`config.mk`:
```
export PLATFORM = sky130hd
export DESIGN_NAME = sie_queue
export DESIGN_NICKNAME = d
export VERILOG_FILES = /design/src/rtl/sie_pkg.sv /design/src/rtl/sie_queue.sv
export SDC_FILE = /design/constraint.sdc
export NUM_CORES = 1
export LEC_CHECK = 0
export CORE_ASPECT_RATIO = 0.9
export CORE_MARGIN = 2
export CORE_UTILIZATION = 36
export CTS_CLUSTER_SIZE = 24
export DETAILED_ROUTE_END_ITERATION = 6
export DONT_BUFFER_PORTS = 1
export GPL_TIMING_DRIVEN = 0
export MAX_ROUTING_LAYER = met4
export SYNTH_ARGS = -nofsm -noshare
export SYNTH_HDL_FRONTEND = slang
export SYNTH_SLANG_ARGS = --single-unit
export TNS_END_PERCENT = 30
```
`constraint.sdc`:
```
create_clock -name clk -period 3.5 [get_ports clk]
set_input_delay 0.7 -clock clk [delete_from_list [all_inputs] [get_ports clk]]
set_output_delay 0.7 -clock clk [all_outputs]
set_load 0.05 [all_outputs]
```
`src/rtl/sie_pkg.sv`:
```
package sie_pkg;

	localparam int COORD_W = 20;
	localparam int COUNT_W = 13;
	localparam int VALUE_W = 32;
	localparam int MAG_W = 20;
	localparam int SUM_W = 62;
	localparam int F_W = 48;
	localparam int EXP_TERMS = 13;
	localparam int K_BIAS = 47;
	localparam logic [29:0] LN2_Q30 = 30'd744261118;

	typedef logic signed [COORD_W-1:0] coord_t;
	typedef logic [COUNT_W-1:0] count_t;
	typedef logic [MAG_W-1:0] mag_t;
	typedef logic signed [VALUE_W-1:0] value_t;

	localparam value_t SAT_POS = 32'sh7FFFFFFF;
	localparam value_t SAT_NEG = 32'sh80000000;

	typedef enum logic [1:0] {
		ST_OK = 2'd0,
		ST_BAD_COUNT = 2'd1,
		ST_SAT = 2'd2
	} status_t;

	typedef enum logic [1:0] {
		CMD_RUN = 2'd0,
		CMD_BAD = 2'd1,
		CMD_ZERO = 2'd2
	} cmd_kind_t;

	typedef struct packed {
		cmd_kind_t kind;
		coord_t a;
		logic neg;
		mag_t ad;
		count_t n;
	} cmd_t;

	function automatic logic [32:0] recip(input logic [3:0] j);
		logic [32:0] r;
		unique case (j)
			4'd1: r = 33'd4294967296;
			4'd2: r = 33'd2147483648;
			4'd3: r = 33'd1431655765;
			4'd4: r = 33'd1073741824;
			4'd5: r = 33'd858993459;
			4'd6: r = 33'd715827882;
			4'd7: r = 33'd613566756;
			4'd8: r = 33'd536870912;
			4'd9: r = 33'd477218588;
			4'd10: r = 33'd429496729;
			4'd11: r = 33'd390451572;
			4'd12: r = 33'd357913941;
			default: r = 33'd0;
		endcase
		return r;
	endfunction

endpackage

```
`src/rtl/sie_queue.sv`:
```
module sie_queue import sie_pkg::*; (
	input logic clk,
	input logic arst_n,
	input logic push_valid,
	output logic push_ready,
	input cmd_t push_data,
	output logic pop_valid,
	input logic pop_ready,
	output cmd_t pop_data
);

	cmd_t ent_q [2];
	logic wr_q;
	logic rd_q;
	logic [1:0] cnt_q;
	logic push_fire;
	logic pop_fire;

	assign push_ready = (cnt_q != 2'd2);
	assign pop_valid = (cnt_q != 2'd0);
	assign pop_data = ent_q[rd_q];
	assign push_fire = push_valid && push_ready;
	assign pop_fire = pop_valid && pop_ready;

	always_ff @(posedge clk or negedge arst_n) begin
		if (!arst_n) begin
			wr_q <= 1'b0;
			rd_q <= 1'b0;
			cnt_q <= 2'd0;
		end else begin
			if (push_fire) wr_q <= ~wr_q;
			if (pop_fire) rd_q <= ~rd_q;
			cnt_q <= cnt_q + 2'(push_fire) - 2'(pop_fire);
		end
	end

	always_ff @(posedge clk) begin
		if (push_fire) ent_q[wr_q] <= push_data;
	end

endmodule

```
==> impl_metrics.ini <==
[timing]
worst_pin_slew_ns = 0.810
slew_headroom = 0.460
setup_ws_ns = 1.10
hold_viol_final = 0
skew_ns = 0.00585
fmax_mhz = 417
setup_viol = 0
fin_setup_tns_ns = 0
finalCritPeriodShare = 0.685
rsz0062_at_grt = false
finalMaxSlewViolations = 0
fin_crit_ns = 2.40

[synthesis]
ys_types = 16
synth_mux_area_frac = 0.171
synth_compound_area_frac = 0
syn_nets = 253
ys.warnings.count = 0
synth_top_family_by_area = multiplexers
synthCells = 191
yosysSeqAreaShare = 0.795
yosys.area_share.simple = 0.00746
yosys.area.top_type = edfxtp_1
ys_ff_latch = 116
synth_fa_ha_area_frac = 0.00574
avgSynthCellArea_um2 = 22.8
netlist_area_um2 = 4360
synth-xor-area-share = 0.00804
synth.top_cell.area_share = 0.772
synthTopCellsByArea = edfxtp_1 77%, mux2_4 10%, mux2_2 6.7%

[critical_path]
path_cells = nand2b_1 > nand2_1 > nor2_4 > buf_16 > buf_12
required_ns = 3.60
crit_family = simple AND/OR/NAND/NOR gates
crit_slowest_cell = nand2b_1
ff2ff_setup_slack_ns = 1.10
startpoint_type = flop
end_kind = flop
arrival_ns = 2.50
r2r_cells = 5
rr_startpoint = cnt_q[0]
r2r_end = ent_q[0][33]
cp.buffers_inverters = 2
slowest_delay_ns = 0.50
crit_fanout = 24
critical_path_class = flop to flop

[place]
numPortBuffers = 0
dp.cells = 353
place.gp.congestion = 0.654
place_area_um2 = 4620
place_ws_ns = 1.07
hpwl_um = 4580

[clock_network]
clock_latency_ns = 0.40
cts.clk_slew.worst_paths_ns = 0.05
clockBufferDepth = 2
cts_tree = yes
clock_sinks = 116
postCtsSetupRepairBufs = 0
cts_resized = 0
hold_buffers = 1
numCtsBuffers = 17
h-tree-depth = 4
cts_root_buf = clkbuf_16

[route]
drt_first_pass_iters = 4
drtIter0Drc = 101
via_per_inst = 4.67
wl_per_cell_um = 18.6
dr_total_vias = 1792
drtAntennaViolNets = 0
remaining_drc_errors = 0
routed_wl_um = 7160

[worst_hold_path]
holdPathEnd = ent_q[1][32]
hold_path_depth = 0
min_from = push_data[32]
hold_class = primary input to flop

[floorplanning]
start_util = 0.365
die_w_um = 120
die_h_um = 108
design.core.area_um2 = 11900
io_pins = 118
dieArea_um2 = 13000
rows = 38

[global_routing]
grt_max_degree = 57
antenna_found_initial = 0
grt_busiest_layer = met2
grt_first_pass_wirelength_um = 10800
use_met3 = 0.0881
grt_use_met2 = 0.183
grt_overflow = 0
grt_usage = 0.121
grt_pass1_vias = 1989
met1_usage = 0.117

[cells_and_area]
nFillCells = 1026
n_antenna_cell = 0
mostFrequentLayoutCells = 112 x edfxtp_1, 30 x mux2_4, 26 x mux2_2, 17 x clkbuf_16, 5 x clkbuf_1
final_common_cell = edfxtp_1
stdcell_count = 384
area_growth_pct = 18.4
fin_nets = 275
drive_gt1_frac = 0.393
fin_area_um2 = 5160

[job]
drv_cap = 0

[status]
outcome = finished, final reports clean
-- worst reg2reg max path: stages, from the launching register on --
cell	delay (ns)
dfrtp_1	0.36
nand2b_1	0.50
nand2_1	0.28
nor2_4	0.50
buf_16	0.24
buf_12	0.20
-- synth_stat cells --
master / number
mux2_2: 26
mux2_4: 30
buf_6: 4
buf_2: 2
xor2_1: 1
nand2b_1: 1
and3_1: 1
or2_1: 1
xnor2_1: 3
dfrtp_1: 4
ha_1: 2
inv_1: 1
edfxtp_1: 112
nand2_1: 1
and2_1: 1
nor2_1: 1
-- layer usage --
layer  vias to the layer above  wire length [um]  part of all wire
met5                         -                 0                 0
met4                         0               112             0.016
met3                         8               922              0.13
met2                        85              3530              0.49
met1                       900              2590              0.36
li1                        799                 -                 -
-- worst max path at each step --
stage / from / to / slack [ns] / depth (start not counted)
2_1_floorplan: cnt_q[0] / ent_q[0][0] / 0.59 / 3
3_3_place_gp: cnt_q[1] / ent_q[0][43] / -0.44 / 3
3_5_place_dp: cnt_q[0] / ent_q[0][43] / 1.07 / 5
4_1_cts: cnt_q[0] / ent_q[0][21] / 1.06 / 5
5_1_grt: cnt_q[0] / ent_q[0][35] / 0.92 / 5
6_report: cnt_q[0] / ent_q[0][33] / 1.10 / 5
-- area by class of cell --
class                      count  area, um2  area share
buffer                         6       55.1      0.0107
clock buffer                  22        444      0.0861
clock inverter                 8       86.3      0.0167
inverter                       1       3.75    0.000728
multi-input combinational     68        848       0.164
sequential                   116       3460       0.671
tap                          160        200      0.0388
timing repair buffer           3       57.6      0.0112
-- through the flow --
stage / hold WS, ns / util
floorplan: 0.404 / -
global placement: 0.405 / 0.382
detailed placement: 0.405 / 0.387
CTS: 0.368 / 0.432
global route: 0.358 / 0.432
finish: 0.391 / 0.432
-- flip-flops by register name (all words and copies together), names as in the netlist --
signal	flops
cnt_q	2
ent_q	112
rd_q	1
wr_q	1
-- cells by family (layout without fill, tap and decap cells) --
logic type | after synthesis | after routing
buf+inv | 7 | 40
xor+xnor | 4 | 4
simple gates | 6 | 6
flops | 116 | 116
fa+ha+maj | 2 | 2
mux | 56 | 56
Power is not shown: default switching activity piles up to over one toggle a cycle in this logic, so the estimate is an artifact.
