## config.mk

```make
export PLATFORM = sky130hd
export DESIGN_NAME = sie_front_flat
export DESIGN_NICKNAME = d
export VERILOG_FILES = /design/src/rtl/sie_pkg.sv /design/src/rtl/sie_if.sv /design/src/rtl/sie_front.sv /design/src/flat_wrapper.sv
export SDC_FILE = /design/constraint.sdc
export NUM_CORES = 1
export LEC_CHECK = 0
export BUFFER_PORTS_ARGS = -buffer_cell sky130_fd_sc_hd__buf_2
export CAP_MARGIN = 5
export CORE_UTILIZATION = 50
export DETAILED_ROUTE_END_ITERATION = 6
export PLACE_DENSITY = 0.89
export SETUP_SLACK_MARGIN = 0.1
export SLEW_MARGIN = 0
export SYNTH_ARGS = -nofsm -noshare
export SYNTH_HDL_FRONTEND = slang
export SYNTH_SLANG_ARGS = --single-unit
```

## constraint.sdc

```tcl
create_clock -name vclk -period 10.1
set_input_delay 1.515 -clock vclk [all_inputs]
set_output_delay 1.515 -clock vclk [all_outputs]
set_load 0.01 [all_outputs]
```

## src/rtl/sie_pkg.sv

```systemverilog
package sie_pkg;

	localparam int COORD_W = 20;
	localparam int COUNT_W = 13;
	localparam int VALUE_W = 32;
	localparam int MAG_W = 20;
	localparam int SUM_W = 62;
	localparam int F_W = 48;
	localparam int EXP_TERMS = 13;
	localparam int K_BIAS = 47;
	localparam logic [29:0] LN2_Q30 = 30'd744261118;

	typedef logic signed [COORD_W-1:0] coord_t;
	typedef logic [COUNT_W-1:0] count_t;
	typedef logic [MAG_W-1:0] mag_t;
	typedef logic signed [VALUE_W-1:0] value_t;

	localparam value_t SAT_POS = 32'sh7FFFFFFF;
	localparam value_t SAT_NEG = 32'sh80000000;

	typedef enum logic [1:0] {
		ST_OK = 2'd0,
		ST_BAD_COUNT = 2'd1,
		ST_SAT = 2'd2
	} status_t;

	typedef enum logic [1:0] {
		CMD_RUN = 2'd0,
		CMD_BAD = 2'd1,
		CMD_ZERO = 2'd2
	} cmd_kind_t;

	typedef struct packed {
		cmd_kind_t kind;
		coord_t a;
		logic neg;
		mag_t ad;
		count_t n;
	} cmd_t;

	function automatic logic [32:0] recip(input logic [3:0] j);
		logic [32:0] r;
		unique case (j)
			4'd1: r = 33'd4294967296;
			4'd2: r = 33'd2147483648;
			4'd3: r = 33'd1431655765;
			4'd4: r = 33'd1073741824;
			4'd5: r = 33'd858993459;
			4'd6: r = 33'd715827882;
			4'd7: r = 33'd613566756;
			4'd8: r = 33'd536870912;
			4'd9: r = 33'd477218588;
			4'd10: r = 33'd429496729;
			4'd11: r = 33'd390451572;
			4'd12: r = 33'd357913941;
			default: r = 33'd0;
		endcase
		return r;
	endfunction

endpackage

```

## src/rtl/sie_if.sv

```systemverilog
interface sie_in_if import sie_pkg::*; ();
	logic valid;
	logic ready;
	coord_t lower_limit;
	coord_t upper_limit;
	count_t interval_count;
	modport source (output valid, lower_limit, upper_limit, interval_count, input ready);
	modport sink (input valid, lower_limit, upper_limit, interval_count, output ready);
endinterface


```

## src/rtl/sie_front.sv

```systemverilog
module sie_front import sie_pkg::*; #(
	parameter int MAX_INTERVALS = 4096
) (
	sie_in_if.sink job,
	output logic push_valid,
	input logic push_ready,
	output cmd_t push_data
);

	logic signed [COORD_W:0] d;
	logic bad;

	always_comb begin
		d = {job.upper_limit[COORD_W-1], job.upper_limit}
			- {job.lower_limit[COORD_W-1], job.lower_limit};
		bad = (job.interval_count == '0) || job.interval_count[0]
			|| (int'(job.interval_count) > MAX_INTERVALS);
		push_data.a = job.lower_limit;
		push_data.n = job.interval_count;
		push_data.neg = d[COORD_W];
		push_data.ad = d[COORD_W] ? mag_t'(-d) : mag_t'(d);
		priority if (bad) begin
			push_data.kind = CMD_BAD;
		end else if (d == '0) begin
			push_data.kind = CMD_ZERO;
		end else begin
			push_data.kind = CMD_RUN;
		end
	end

	assign push_valid = job.valid;
	assign job.ready = push_ready;

endmodule

```

## src/flat_wrapper.sv

```systemverilog
// flat-port wrapper written by rule: the top's interface ports become plain ports
module sie_front_flat import sie_pkg::*;
#(
	parameter int MAX_INTERVALS = 4096
)
  (push_valid, push_ready, push_data, job_valid, job_lower_limit, job_upper_limit, job_interval_count, job_ready);
  sie_in_if job_i ();
  output logic push_valid;
  input logic push_ready;
  output cmd_t push_data;
  input wire logic [$bits(job_i.valid)-1:0] job_valid;
  input wire logic [$bits(job_i.lower_limit)-1:0] job_lower_limit;
  input wire logic [$bits(job_i.upper_limit)-1:0] job_upper_limit;
  input wire logic [$bits(job_i.interval_count)-1:0] job_interval_count;
  output wire logic [$bits(job_i.ready)-1:0] job_ready;
  assign job_i.valid = job_valid;
  assign job_i.lower_limit = job_lower_limit;
  assign job_i.upper_limit = job_upper_limit;
  assign job_i.interval_count = job_interval_count;
  assign job_ready = job_i.ready;
  sie_front #(.MAX_INTERVALS(MAX_INTERVALS)) u_core (.job(job_i), .push_valid(push_valid), .push_ready(push_ready), .push_data(push_data));
endmodule
```

==> flow_metrics.tcl <==
set metrics [dict create \
    startpoint "job_upper_limit[0]" \
    final_nets 438 \
    holdBufCountCts 0 \
    max_slew_margin_pct 49.17 \
    drive_above_1_share_pct 33.15 \
    critPathLaunchType "primary input" \
    drtAntennaViolNets 0 \
    routed_via_density 5.580 \
    first_global_vias 1908 \
    post_cts_buffers 0 \
    die_area_sq_um 4302 \
    yosys-top-cells-count "buf_4 (38), inv_1 (28), nand2_1 (24)" \
    grt_antenna_before_repair 0 \
    crit_fanout 17 \
    area_delta_synth_final_pct 13.37 \
    grt_max_degree 18 \
    std_cell_rows 22 \
    place.gp.congestion 0.9382 \
    finalHoldViolCount 0 \
    dpl_worst_slack_ps 4002 \
    routed_wl_microns 4893 \
    syn_avg_cell_area_sq_um 6.808 \
    grt_pass1_wl_microns 8079 \
    arrival_ps 4590 \
    min_path_type "in2out" \
    clock_buffers 0 \
    slew_violations 0 \
    num_vias 2271 \
    routedWlPerCell_microns 12.02 \
    outcome "complete, no violations" \
    switching_share_pct 57.87 \
    leakage_nw 1.180 \
    clkPwrFrac_pct 0 \
    globalRoute.totalOverflow 0 \
    nFlopsAndLatches 0 \
    grt.total_usage_pct 22.70 \
    synth_top_area_share_pct 14.11 \
    comb_power_share_pct 100.0 \
    dpl.cell_count 407 \
    path_class "in2out" \
    maxCapViolCount 0 \
    power_frac_seq_pct 0 \
    timing.hold.ws_ps 3030 \
    cp-end-kind "output port" \
    finalCriticalPeriod_ps 6104 \
    core-area_sq_um 3771 \
    fp.dieH_microns 65.59 \
    io_buffers 109 \
    setup_slack_ps 3996 \
    drc 0 \
    final_area_sq_um 2292 \
    switchingPower_w 0.0001147 \
    dr.pass1.iters 4 \
    post-synth-top-area-cell "buf_4" \
    antenna-diode-count 0 \
    drt_iter0_drc 118 \
    rsz0062_at_grt "no" \
    syn_nets 374 \
    dp_hpwl_microns 4293 \
    synthDistinctLibCells 53 \
    worstMarginPinSlew_ps 762.5 \
    start_util_pct 53.62 \
    internal_power_w 0.00008346 \
    die_w_microns 65.59 \
    placed_cell_area_sq_um 2292 \
    crit_required_ps 8590 \
    vdd_ir_drop_max_v 0.00003339 \
    postSynthCellCount 297 \
    endpoint "push_data[55]" \
    powerDensity_nw_per_um2 86.43 \
    synthesis.area_sq_um 2022 \
    synth_most_common_cell "buf_4" \
    layout_worst_path_cycle_share_pct 60.44 \
    num_io_pins 113 \
    ff_latch_area_sq_um 0 \
    cts.repair.resized 0 \
    clock.fmax_ghz 0.1638 \
    ys_seq_area_share_pct 0 \
    yosysWarningCount 0 \
    setup_viol 0 \
    synth.area.top_cells "buf_4 (14%), ha_1 (13%), xnor2_1 (7.8%)" \
    finalSetupTns_ps 0 \
    final_cells 407 \
]
==> layout by cell type (no fill, tap or decap), types with 5 or more instances in the layout <==
cell and instances:
nor2_1 22, nor3_1 7, a31oi_1 6, xor2_1 14, a21oi_1 23, o21ai_0 14
xnor2_1 18, inv_1 28, a21o_1 5, buf_2 109, ha_1 21, nand2_1 24
==> critical path, stage by stage <==
cell and delay (ps):
buf_2 70, inv_1 30, ha_1 230, fa_1 460, nor2b_4 150, o2111ai_1 160, nand2_1 150, a311o_1 210
nand2_1 80, a32oi_2 620, inv_1 250, or2_2 360, nor4_2 120, buf_2 160
==> kinds of logic after synthesis <==
| logic type | after synthesis | synth area share, % |
|---|---|---|
| AO/OA/AOI/OAI | 80 | 26.92 |
| AND/OR/NAND/NOR | 88 | 23.45 |
| XOR/XNOR | 32 | 13.86 |
| adder cells (fa/ha/maj) | 22 | 13.99 |
| buffers and inverters | 75 | 21.78 |
==> metal layers <==
layer	global-route usage (%)	part of all wire [%]	wire length [microns]	vias up
met3	0.6944	7.2	350	2
met1	30.67	44	2139	999
met2	41.49	49	2394	121
met5	0	0	0	-
li1	-	-	-	1149
met4	0.8152	0.20	10	0
==> metrics by stage <==
| step | util [%] | power (W) |
|---|---|---|
| after floorplan | - | 0.0001444 |
| after global placement | 60.78 | 0.0001943 |
| after detailed placement | 60.78 | 0.0001969 |
| after CTS | 60.78 | 0.0001978 |
| after global routing | 60.78 | 0.0002182 |
| final | 60.78 | 0.0001981 |
==> cell type report <==
type / count / area (sq um)
repair buffers: 109 / 545.5
inverters: 28 / 105.1
well taps: 48 / 60.06
fillers: 366 / 1479
multi-input cells: 222 / 1582
==> power by group through the flow <==
stage	clock, W	combinational [W]	sequential (W)
2_1_floorplan	0	0.000144	0
3_3_place_gp	0	0.000194	0
3_5_place_dp	0	0.000197	0
4_1_cts	0	0.000198	0
5_1_grt	0	0.000218	0
6_report	0	0.000198	0
==> worst min-delay path by stage <==
stage | from | endpoint | cells past startpoint
final | push_ready | job_ready | 0
after detailed placement | job_valid | push_valid | 0
after CTS | job_valid | push_valid | 0
after global routing | push_ready | job_ready | 0
after floorplan | push_ready | job_ready | 1
after global placement | job_valid | push_valid | 0
Note: power is estimated with default switching activity, not from simulation.
